<file path="config.mk">
export PLATFORM = sky130hd
export DESIGN_NAME = laas_ctrl
export DESIGN_NICKNAME = d
export VERILOG_FILES = /design/src/sv/laas_pkg.sv /design/src/sv/laas_ctrl.sv
export SDC_FILE = /design/constraint.sdc
export NUM_CORES = 1
export LEC_CHECK = 0
export ABC_AREA = 0
export BUFFER_PORTS_ARGS = -buffer_cell sky130_fd_sc_hd__buf_2
export CORE_MARGIN = 3
export CORE_UTILIZATION = 30
export DETAILED_ROUTE_END_ITERATION = 6
export HOLD_SLACK_MARGIN = 0.12
export PLACE_DENSITY = 0.56
export SYNTH_ARGS = -nofsm -noshare
export SYNTH_HDL_FRONTEND = slang
export SYNTH_SLANG_ARGS = --single-unit
</file>
<file path="constraint.sdc">
create_clock -name clk -period 2.31 [get_ports clk]
set_input_delay 0.1155 -clock clk [delete_from_list [all_inputs] [get_ports clk]]
set_output_delay 0.1155 -clock clk [all_outputs]
set_load 0.02 [all_outputs]
</file>
<file path="src/sv/laas_pkg.sv">
package laas_pkg;

	localparam int MAX_QUERY = 256;
	localparam int SYM_W = 8;
	localparam int QADDR_W = $clog2(MAX_QUERY);
	localparam int QLEN_W = QADDR_W + 1;
	localparam int SCORE_W = 16;

	localparam logic [1:0] REG_MATCH = 2'd0;
	localparam logic [1:0] REG_MISMATCH = 2'd1;
	localparam logic [1:0] REG_GAP_OPEN = 2'd2;
	localparam logic [1:0] REG_GAP_EXTEND = 2'd3;

	localparam logic OP_QUERY = 1'b0;
	localparam logic OP_TARGET = 1'b1;

	typedef enum logic {
		ST_IDLE,
		ST_ROW
	} state_t;

	typedef struct packed {
		logic query_we;
		logic [QADDR_W-1:0] query_addr;
		logic [SYM_W-1:0] sym;
		logic [QADDR_W-1:0] rd_addr;
		logic [QADDR_W-1:0] wr_addr;
		logic row_start;
		logic row_step;
		logic first_row;
		logic emit;
	} dp_cmd_t;

	typedef struct packed {
		logic out_valid;
	} dp_status_t;

	function automatic logic signed [SCORE_W-1:0] sat16(input logic signed [SCORE_W+1:0] x);
		if (x > 18'sd32767) begin
			return 16'sh7fff;
		end else if (x < -18'sd32768) begin
			return 16'sh8000;
		end
		return x[SCORE_W-1:0];
	endfunction

	function automatic logic clipped(input logic signed [SCORE_W+1:0] x);
		return (x > 18'sd32767) || (x < -18'sd32768);
	endfunction

	function automatic logic signed [SCORE_W-1:0] smax(input logic signed [SCORE_W-1:0] a,
			input logic signed [SCORE_W-1:0] b);
		return (a > b) ? a : b;
	endfunction

endpackage

</file>
<file path="src/sv/laas_ctrl.sv">
module laas_ctrl import laas_pkg::*; (
	input logic clk,
	input logic arst_n,
	input logic s_tvalid,
	output logic s_tready,
	input logic [SYM_W-1:0] s_tdata,
	input logic s_tuser,
	input logic s_tlast,
	input dp_status_t status,
	output dp_cmd_t cmd
);

	state_t state_q, state_d;
	logic [QLEN_W-1:0] len_q;
	logic [QADDR_W-1:0] cnt_q;
	logic busy_q, closed_q, first_q, last_q;
	logic [SYM_W-1:0] sym_q;
	logic acc, cell_end;

	assign acc = s_tvalid && s_tready;
	assign cell_end = ({1'b0, cnt_q} == len_q - QLEN_W'(1));

	always_comb begin
		state_d = state_q;
		s_tready = 1'b0;
		cmd = '0;
		cmd.query_addr = len_q[QADDR_W-1:0];
		cmd.wr_addr = cnt_q;
		cmd.first_row = first_q;
		cmd.sym = sym_q;
		case (state_q)
			ST_IDLE: begin
				s_tready = !status.out_valid;
				cmd.rd_addr = '0;
				if (acc) begin
					cmd.sym = s_tdata;
					if (s_tuser == OP_QUERY) begin
						cmd.query_we = !closed_q && !busy_q && (len_q < QLEN_W'(MAX_QUERY));
					end else if (len_q == '0) begin
						cmd.emit = s_tlast;
					end else begin
						cmd.row_start = 1'b1;
						state_d = ST_ROW;
					end
				end
			end
			ST_ROW: begin
				cmd.rd_addr = cnt_q + QADDR_W'(1);
				cmd.row_step = 1'b1;
				if (cell_end) begin
					cmd.emit = last_q;
					state_d = ST_IDLE;
				end
			end
			default: state_d = ST_IDLE;
		endcase
	end

	always_ff @(posedge clk or negedge arst_n) begin
		if (!arst_n) begin
			state_q <= ST_IDLE;
			len_q <= '0;
			cnt_q <= '0;
			busy_q <= 1'b0;
			closed_q <= 1'b0;
			first_q <= 1'b0;
			last_q <= 1'b0;
		end else begin
			state_q <= state_d;
			if (cmd.query_we) begin
				len_q <= len_q + QLEN_W'(1);
			end
			if (acc && s_tuser == OP_QUERY && s_tlast) begin
				closed_q <= 1'b1;
			end
			if (acc && s_tuser == OP_TARGET) begin
				first_q <= !busy_q;
				busy_q <= 1'b1;
				closed_q <= 1'b1;
				last_q <= s_tlast;
				cnt_q <= '0;
			end
			if (state_q == ST_ROW) begin
				cnt_q <= cnt_q + QADDR_W'(1);
			end
			if (cmd.emit) begin
				len_q <= '0;
				busy_q <= 1'b0;
				closed_q <= 1'b0;
			end
		end
	end

	always_ff @(posedge clk) begin
		if (acc) begin
			sym_q <= s_tdata;
		end
	end

endmodule

</file>
==> reports/qor.txt, run 1 <==
Vias after detailed routing: 1,531
# setup viols final: 0
Run status: completed
CTS Buffer Depth: 2
Worst hold path depth: 4
Synth Area per Inst: 9.76 µm²
Routed vias/inst: 4.65
Clock Skew: 0.00575 ns
Multi-input logic area: 0.00106 mm²
Ranking of synthesized cells by area: dfrtp_1 (29%), mux2_2 (9.6%), dfxtp_1 (8.5%)
Fill cell count: 617
Met3 Resource Use GR: 4.76%
Sequential area share after synthesis: 37.9%
Worst r2r path cells: 7
CTS tree: built
Synth warn: 0
Post-route DRC: 0
Main synth FF type: dfrtp_1
Busiest grt layer: met2
Tot Pwr: 0.00103 W
Commonest cells after routing, fill and taps aside: buf_2 (50), dfrtp_1 (22), nor2_1 (17)
Final wirelength: 4.40 mm
Final Cycle Share: 96.6%
Slew HR: 64.3%
Core ar.: 0.00599 mm²
Die height: 85.0 µm
Clk sink count: 30
Crit path capture type: primary output
Max_cap viols: 0
Worst EP required: 2.19 ns
Clk root buf: clkbuf_8
Fin. Hold Viols: 0
Final core utilization: 40.3%
Synth Instances: 192
PwrDens: 426 mW/mm²
Leak: 1.23 nW
Cell area after synthesis: 0.00187 mm²
Ys async rst share: 73.3%
Post-route non-filler standard cell count: 329
Share of the synthesized area in the top cell type: 29.4%
Setup CP Type: reg -> out
Nets: 271
Grt met2 use: 20.8%
Commonest non-fill, non-tap cell in the layout: buf_2
GRT Residual Overflow: 0
Pins over their slew limit: 0
Post-synth EDFFs: 0
Worst Path Arrival: 2.12 ns
Synth Register Bits: 30
CP Launch Type: flip-flop
# port buffers: 51
CP max FO: 3
Initial DRC count: 59
Vias in the first global route: 1,525
Minimum clock period: 2.23 ns
Die W: 85.0 µm
Largest net degree at the start of global routing: 23
Area delta synth->final: 28.7%
Initial core utilization: 31.3%
Worst skew pair latency: 0.28 ns
IO Pins: 52
FF/Latch Area: 711 µm²
Die footprint: 0.00723 mm²
Global placer's final weighted congestion: 0.851
Initial antenna violation count: 0
Worst min path class: in -> reg
CTS Buf Count: 5
Clock transition at the registers of the reported paths: 0.07 ns
DP Cell Count: 309
N_diodes: 0
HPWL Detailed: 3.10 mm
Fmax: 448 MHz
First-pass GRT wire length: 7.18 mm
Worst Max-Slew Pin Slew: 0.534 ns
H-tree lvl count: 2
DRT Pass-1 Iters: 4
Avg WL per Cell: 13.4 µm
Post-Syn Nets: 210
M1 GR Usage: 14.2%
Peak supply drop: 0.280 mV
Tot GR Track Use: 12.2%
Cell row count: 28
Share of cells above drive strength 1: 39.4%
ANT nets after route: 0
Synth unique cells: 42
Yosys top cell by area: dfrtp_1
==> metal layers <==
layer  share of wire, %  routed length (µm)  up-vias
met5                  0                   0        -
met4                1.3                  58        0
met3                7.4                 327        7
met2                 48                2110       39
met1                 43                1910      712
li1                   -                   -      773
==> per-stage QoR <==
step                      setup slack (ns)  instance area (µm²)  setup TNS, ns  hold WS (ns)
after floorplan                     0.0587                 1870              0        -0.180
after global placement               0.234                 2170              0         0.123
after detailed placement             0.169                 2170              0         0.124
after CTS                           0.0124                 2390              0         0.226
after global routing               -0.0199                 2410        -0.0199         0.259
final                               0.0775                 2410              0         0.237
==> critical path, stage by stage, from the launching register on <==
cell and delay, ns:
dfrtp_1 0.41, nor4_4 0.37, nand2b_2 0.16, o21a_1 0.21, a211oi_2 0.26, o21ai_1 0.11
a21boi_2 0.16, buf_4 0.15
==> final timing paths <==
| check | slack (ns) | to | from |
|---|---|---|---|
| setup / recovery | 0.08 | cmd[0] | len_q[4]$_DFFE_PN0P_ |
| hold / removal | 0.24 | last_q$_DFFE_PN0P_ | s_tuser |
| setup reg to reg | 0.22 | len_q[5]$_DFFE_PN0P_ | len_q[4]$_DFFE_PN0P_ |
| hold reg to reg | 0.48 | first_q$_DFFE_PN0P_ | first_q$_DFFE_PN0P_ |
| max in group asynchronous | 1.64 | len_q[1]$_DFFE_PN0P_ | arst_n |
| min in group asynchronous | 0.33 | closed_q$_DFFE_PN0P_ | arst_n |
==> kinds of logic (layout without fill, tap and decap cells) <==
| family | Yosys count | in the layout | share of synthesized area (%) |
|---|---|---|---|
| AND/OR/NAND/NOR | 72 | 72 | 22.4 |
| multiplexers | 16 | 16 | 9.61 |
| adder cells (fa/ha/maj) | 4 | 4 | 2.67 |
| buffers and inverters | 22 | 84 | 7.61 |
| XOR/XNOR | 22 | 22 | 10.3 |
| flip-flops | 30 | 30 | 37.9 |
| AO/OA/AOI/OAI | 26 | 26 | 9.55 |
==> layout make-up <==
type                    instances  share of cell area (%)
repair buffers                 73                    18.6
multi-input cells             140                    43.8
clock buffers                   7                    3.58
flip-flops and latches         30                    29.5
clock inverters                 1                   0.207
well taps                      75                    3.89
inverters                       3                   0.467
==> synth_stat cells, types with 2 or more instances <==
cell / instances
dfrtp_1: 22
nor2_1: 17
mux2_2: 16
nand2_1: 13
buf_4: 11
xnor2_1: 11
xor2_1: 11
a21o_1: 8
dfxtp_1: 8
o21ai_0: 7
nand4_1: 6
and2_1: 5
nand3_1: 5
and3_1: 4
ha_1: 4
nor2b_1: 4
nor3_1: 4
buf_2: 3
inv_1: 3
a211oi_1: 2
a21oi_1: 2
buf_6: 2
clkbuf_1: 2
nand2b_1: 2
nand3b_1: 2
o21a_1: 2
==> repair_timing <==
action	CTS	global route
resized for setup	4	7
gates cloned	0	0
hold buffers	10	0
pin swaps	1	3
endpoints found under the setup margin	1	1
setup buffers	1	1
hold endpoints to repair	31	0
==> report_power, final <==
part	internal, W	switching [W]
clock	0.000240	0.000195
sequential	0.000530	0.00000282
combinational	0.0000319	0.0000286
==> state kept, by name, indices dropped and copies added (netlist names) <==
name	count
len_q	9
cnt_q	8
sym_q	8
first_q	1
last_q	1
state_q	1
busy_q	1
closed_q	1
Note: power is estimated with default switching activity, not from simulation.
==> run 2, diff against run 1 <==
--- a/config.mk
+++ b/config.mk
@@ -12,6 +12,7 @@
 export DETAILED_ROUTE_END_ITERATION = 6
 export HOLD_SLACK_MARGIN = 0.12
 export PLACE_DENSITY = 0.56
+export REMOVE_ABC_BUFFERS = 1
 export SYNTH_ARGS = -nofsm -noshare
 export SYNTH_HDL_FRONTEND = slang
 export SYNTH_SLANG_ARGS = --single-unit
==> reports/qor.txt, run 2 (synthesis results as in run 1) <==
ANT nets after route: 0
Final core utilization: 40.5%
Commonest non-fill, non-tap cell in the layout: buf_2
GRT Residual Overflow: 0
Commonest cells after routing, fill and taps aside: buf_2 (50), dfrtp_1 (21), mux2_2 (16), nor2_1 (16), buf_4 (15)
Clock transition at the registers of the reported paths: 0.07 ns
Die footprint: 0.00723 mm²
CP peak stage delay: 0.38 ns
RSZ-0062 raised after global routing: true
Fin. Hold Viols: 0
HPWL Detailed: 3.15 mm
H-tree lvl count: 2
Multi-input logic area: 0.00107 mm²
Die height: 85.0 µm
Initial DRC count: 37
Worst min path class: in -> reg
# port buffers: 51
Worst EP required: 2.19 ns
Crit-path slowest cell: dfrtp_1
Clock Power Share: 40.8%
Pre-CTS WS: 0.134 ns
Worst hold path depth: 4
Clk sink count: 30
Post-route DRC: 0
Worst Path Arrival: 2.09 ns
Most flop-heavy register: len_q
Post-route non-filler standard cell count: 331
Fmax: 454 MHz
CP max FO: 6
Run status: completed
Pint: 0.000776 W
Buf/Inv on CP: 2
Final Cycle Share: 95.4%
Max reg flops: 9
Largest net degree at the start of global routing: 23
CTS tree: built
Tot GR Track Use: 12.8%
Core ar.: 0.00599 mm²
PwrDens: 412 mW/mm²
CTS Buf Count: 5
DP Cell Count: 308
CP Depth: 9
Largest regs: len_q x9, cnt_q x8, sym_q x8
Worst skew pair latency: 0.28 ns
Crit path capture type: primary output
Tot Pwr: 0.00100 W
DRT Pass-1 Iters: 4
Setup CP Type: reg -> out
Cell row count: 28
CP Launch Type: flip-flop
Max_cap viols: 0
Vias in the first global route: 1,551
Worst Max-Slew Pin Slew: 0.564 ns
Slew HR: 62.2%
Clock Skew: 0.00777 ns
Fill cell count: 606
Leak: 1.23 nW
Share of cells above drive strength 1: 40.6%
# setup viols final: 0
FF/Latch Area: 712 µm²
Minimum clock period: 2.20 ns
Vias after detailed routing: 1,555
Die W: 85.0 µm
Family with the most delay on the worst path: compound AO/OA/AOI/OAI gates
Net Sw Power: 0.000226 W
Routed vias/inst: 4.70
Sequential share of power: 53.2%
N_diodes: 0
Final setup margin: 0.107 ns
Logic gate share of total power: 6.0%
Nets: 273
Sw frac: 22.6%
Worst-path cell chain: inv_2 > ha_4 > nand2_1 > o211a_1 > o31ai_2 > nand4_1 > o21ai_2 > a21boi_2 > buf_4
Peak supply drop: 0.299 mV
Clk root buf: clkbuf_8
Initial core utilization: 31.3%
IO Pins: 52
CTS Buffer Depth: 2
Initial antenna violation count: 0
Area delta synth->final: 29.6%
Global placer's final weighted congestion: 0.753
Final wirelength: 4.43 mm
Worst r2r path cells: 11
First-pass GRT wire length: 7.38 mm
Avg WL per Cell: 13.4 µm
Pins over their slew limit: 0
-- run 2: metal layers --
layer  part of all wire [%]  global-route usage (%)
met5                      0                       0
met4                   0.52                    2.59
met3                    6.6                    5.15
met2                     48                    21.0
met1                     45                    15.9
-- run 2: area by class of cell --
| class | instances | share of cell area, % |
|---|---|---|
| tap | 75 | 3.86 |
| timing repair buffer | 75 | 19.1 |
| inverter | 3 | 0.464 |
| sequential | 30 | 29.3 |
| multi-input combinational | 140 | 44.0 |
| clock buffer | 8 | 3.30 |
-- run 2: final timing paths --
check	startpoint	endpoint	slack, ns
worst max-delay path	len_q[1]$_DFFE_PN0P_	cmd[0]	0.11
worst min-delay path	s_tuser	last_q$_DFFE_PN0P_	0.24
worst max register to register	len_q[1]$_DFFE_PN0P_	len_q[5]$_DFFE_PN0P_	0.17
worst min register to register	last_q$_DFFE_PN0P_	last_q$_DFFE_PN0P_	0.48
max in group asynchronous	arst_n	len_q[2]$_DFFE_PN0P_	1.59
min in group asynchronous	arst_n	len_q[1]$_DFFE_PN0P_	0.34
-- run 2: stage by stage --
stage | setup TNS [ns] | instance area [µm²] | hold WS [ns]
finish | 0 | 2430 | 0.239
global route | -0.0668 | 2430 | 0.267
CTS | 0 | 2370 | 0.238
detailed placement | 0 | 2160 | 0.128
global placement | 0 | 2160 | 0.127
floorplan | -22.08 | 1740 | -0.180
-- run 2: worst reg2reg max path, cell delays in order, from the launching register on --
cell and delay, ns:
dfrtp_1 0.38, inv_2 0.09, ha_4 0.17, nand2_1 0.06
o211a_1 0.21, o31ai_2 0.20, nand4_1 0.19, buf_4 0.19
buf_4 0.12, a211oi_2 0.13, buf_4 0.21, nor3_1 0.07
-- run 2: repair_timing --
item / 4_1_cts / 5_1_grt
pin swaps: 1 / 5
hold buffers: 10 / 0
endpoints found under the hold margin: 31 / 0
endpoints found under the setup margin: 1 / 1
resized for setup: 6 / 9
buffers inserted: 1 / 4
-- run 2: power groups by stage --
stage | clock, W | combinational [W] | sequential, W
after floorplan | 0 | 0.0000192 | 0.000543
after global placement | 0 | 0.0000475 | 0.000543
after detailed placement | 0 | 0.0000480 | 0.000543
after CTS | 0.000425 | 0.0000610 | 0.000533
after global routing | 0.000441 | 0.0000668 | 0.000534
final | 0.000408 | 0.0000603 | 0.000533
==> run 3, diff against run 2 <==
--- a/config.mk
+++ b/config.mk
@@ -11,7 +11,8 @@
 export CORE_UTILIZATION = 30
 export DETAILED_ROUTE_END_ITERATION = 6
 export HOLD_SLACK_MARGIN = 0.12
-export PLACE_DENSITY = 0.56
+export MAX_ROUTING_LAYER = met4
+export PLACE_DENSITY = 0.58
 export REMOVE_ABC_BUFFERS = 1
 export SYNTH_ARGS = -nofsm -noshare
 export SYNTH_HDL_FRONTEND = slang
==> reports/qor.txt, run 3 (synthesis results as in run 1) <==
Clk sink count: 30
Fill cell count: 577
Worst skew pair latency: 0.28 ns
Largest net degree at the start of global routing: 23
CP Launch Type: flip-flop
# port buffers: 51
Initial core utilization: 31.3%
Family with the most delay on the worst path: simple AND/OR/NAND/NOR gates
Core ar.: 0.00599 mm²
Global placer's final weighted congestion: 0.809
ANT nets after route: 0
N_diodes: 0
Area delta synth->final: 32.4%
Clock Skew: 0.00825 ns
Worst-path cell chain: nor4_4 > nand3b_1 > xnor2_1 > a211oi_2 > o21ai_1 > a21boi_2 > buf_6
Worst Path Arrival: 2.08 ns
Worst EP required: 2.19 ns
Clk root buf: clkbuf_8
GRT Residual Overflow: 0
CTS Buffer Depth: 2
PwrDens: 459 mW/mm²
HPWL Detailed: 3.14 mm
RSZ-0062 raised after global routing: true
Fmax: 456 MHz
Tot GR Track Use: 13.1%
Final wirelength: 4.45 mm
Max reg flops: 9
CTS tree: built
Fin. Hold Viols: 0
Commonest cells after routing, fill and taps aside: buf_2 (50), dfrtp_1 (21), mux2_2 (16), nor2_1 (16), buf_4 (14)
CP max FO: 4
Run status: completed
DRT Pass-1 Iters: 4
Post-route cell area: 0.00248 mm²
Crit-path slowest cell: dfrtp_2
H-tree lvl count: 2
Share of cells above drive strength 1: 41.8%
Max_cap viols: 0
Avg WL per Cell: 13.4 µm
Vias after detailed routing: 1,567
Final Cycle Share: 95.0%
Most flop-heavy register: len_q
Tot Pwr: 0.00114 W
Cell row count: 28
Pins over their slew limit: 0
Placed cell area: 0.00216 mm²
Nets: 273
Clock transition at the registers of the reported paths: 0.07 ns
DP Cell Count: 307
Buf/Inv on CP: 1
Routed vias/inst: 4.73
Leak: 1.25 nW
Die W: 85.0 µm
Slew HR: 62.9%
Post-route DRC: 0
Vias in the first global route: 1,588
Worst Max-Slew Pin Slew: 0.555 ns
Worst min path class: in -> reg
CP peak stage delay: 0.43 ns
Initial DRC count: 51
Peak supply drop: 0.351 mV
First-pass GRT wire length: 7.46 mm
Initial antenna violation count: 0
Minimum clock period: 2.19 ns
Die footprint: 0.00723 mm²
Post-route non-filler standard cell count: 331
Largest regs: len_q x9, cnt_q x8, sym_q x8
Setup CP Type: reg -> out
Crit path capture type: primary output
CTS Buf Count: 5
# setup viols final: 0
IO Pins: 52
Commonest non-fill, non-tap cell in the layout: buf_2
Die height: 85.0 µm
## run 3: where the power goes
group / internal, W / switching [W] / leakage (nW)
Combinational: 0.0000319 / 0.0000287 / 0.841
Clock: 0.000351 / 0.000194 / 0.0585
Sequential: 0.000530 / 0.00000289 / 0.351
## run 3: stage by stage
| step | util (%) | TNS [ns] | hold WS (ns) | setup slack (ns) |
|---|---|---|---|---|
| floorplan | - | -22.08 | -0.180 | -1.02 |
| global placement | 36.0 | 0 | 0.124 | 0.240 |
| detailed placement | 36.0 | 0 | 0.122 | 0.145 |
| CTS | 40.0 | 0 | 0.228 | 0.0162 |
| global route | 41.4 | -0.0487 | 0.273 | -0.0487 |
| finish | 41.4 | 0 | 0.232 | 0.116 |
## run 3: per-layer routing
metal	global-route usage, %	vias up	share of wire [%]
met5	-	-	0
met3	3.50	2	5.4
met2	21.8	43	48
met4	2.59	0	0.43
met1	16.0	742	46
li1	-	780	-
## run 3: timing repair
item                                    4_1_cts  5_1_grt
hold buffers                                 10        0
gates resized for setup                       5       13
pin swaps                                     1        7
endpoints found under the hold margin        31        0
setup buffers                                 1        5
endpoints found under the setup margin        1        1
gates cloned                                  0        0
## run 3: layout make-up
class	instances	area [µm²]	share of cell area [%]
multi-input combinational	140	1080	43.6
sequential	30	712	28.7
timing repair buffer	75	467	18.8
tap	75	93.8	3.78
clock buffer	7	86.3	3.48
clock inverter	1	30.0	1.21
inverter	3	11.3	0.454
## run 3: worst paths after layout
check	from	endpoint	slack, ns	depth (start not counted)
worst max-delay path	len_q[5]$_DFFE_PN0P_	cmd[0]	0.12	7
min in group asynchronous	arst_n	len_q[7]$_DFFE_PN0P_	0.33	2
worst min-delay path	s_tuser	closed_q$_DFFE_PN0P_	0.23	4
max in group asynchronous	arst_n	len_q[5]$_DFFE_PN0P_	1.60	2
worst max register to register	len_q[0]$_DFFE_PN0P_	len_q[5]$_DFFE_PN0P_	0.21	11
worst min register to register	last_q$_DFFE_PN0P_	last_q$_DFFE_PN0P_	0.48	2
## run 3: worst reg2reg max path, stage by stage (launching register included)
cell      delay (ns)
dfrtp_1         0.39
inv_2           0.10
ha_4            0.17
nand2_1         0.06
o211a_1         0.21
o31ai_2         0.17
nand4_1         0.16
buf_4           0.17
buf_4           0.12
a211oi_2        0.15
buf_4           0.22
nor3_1          0.08
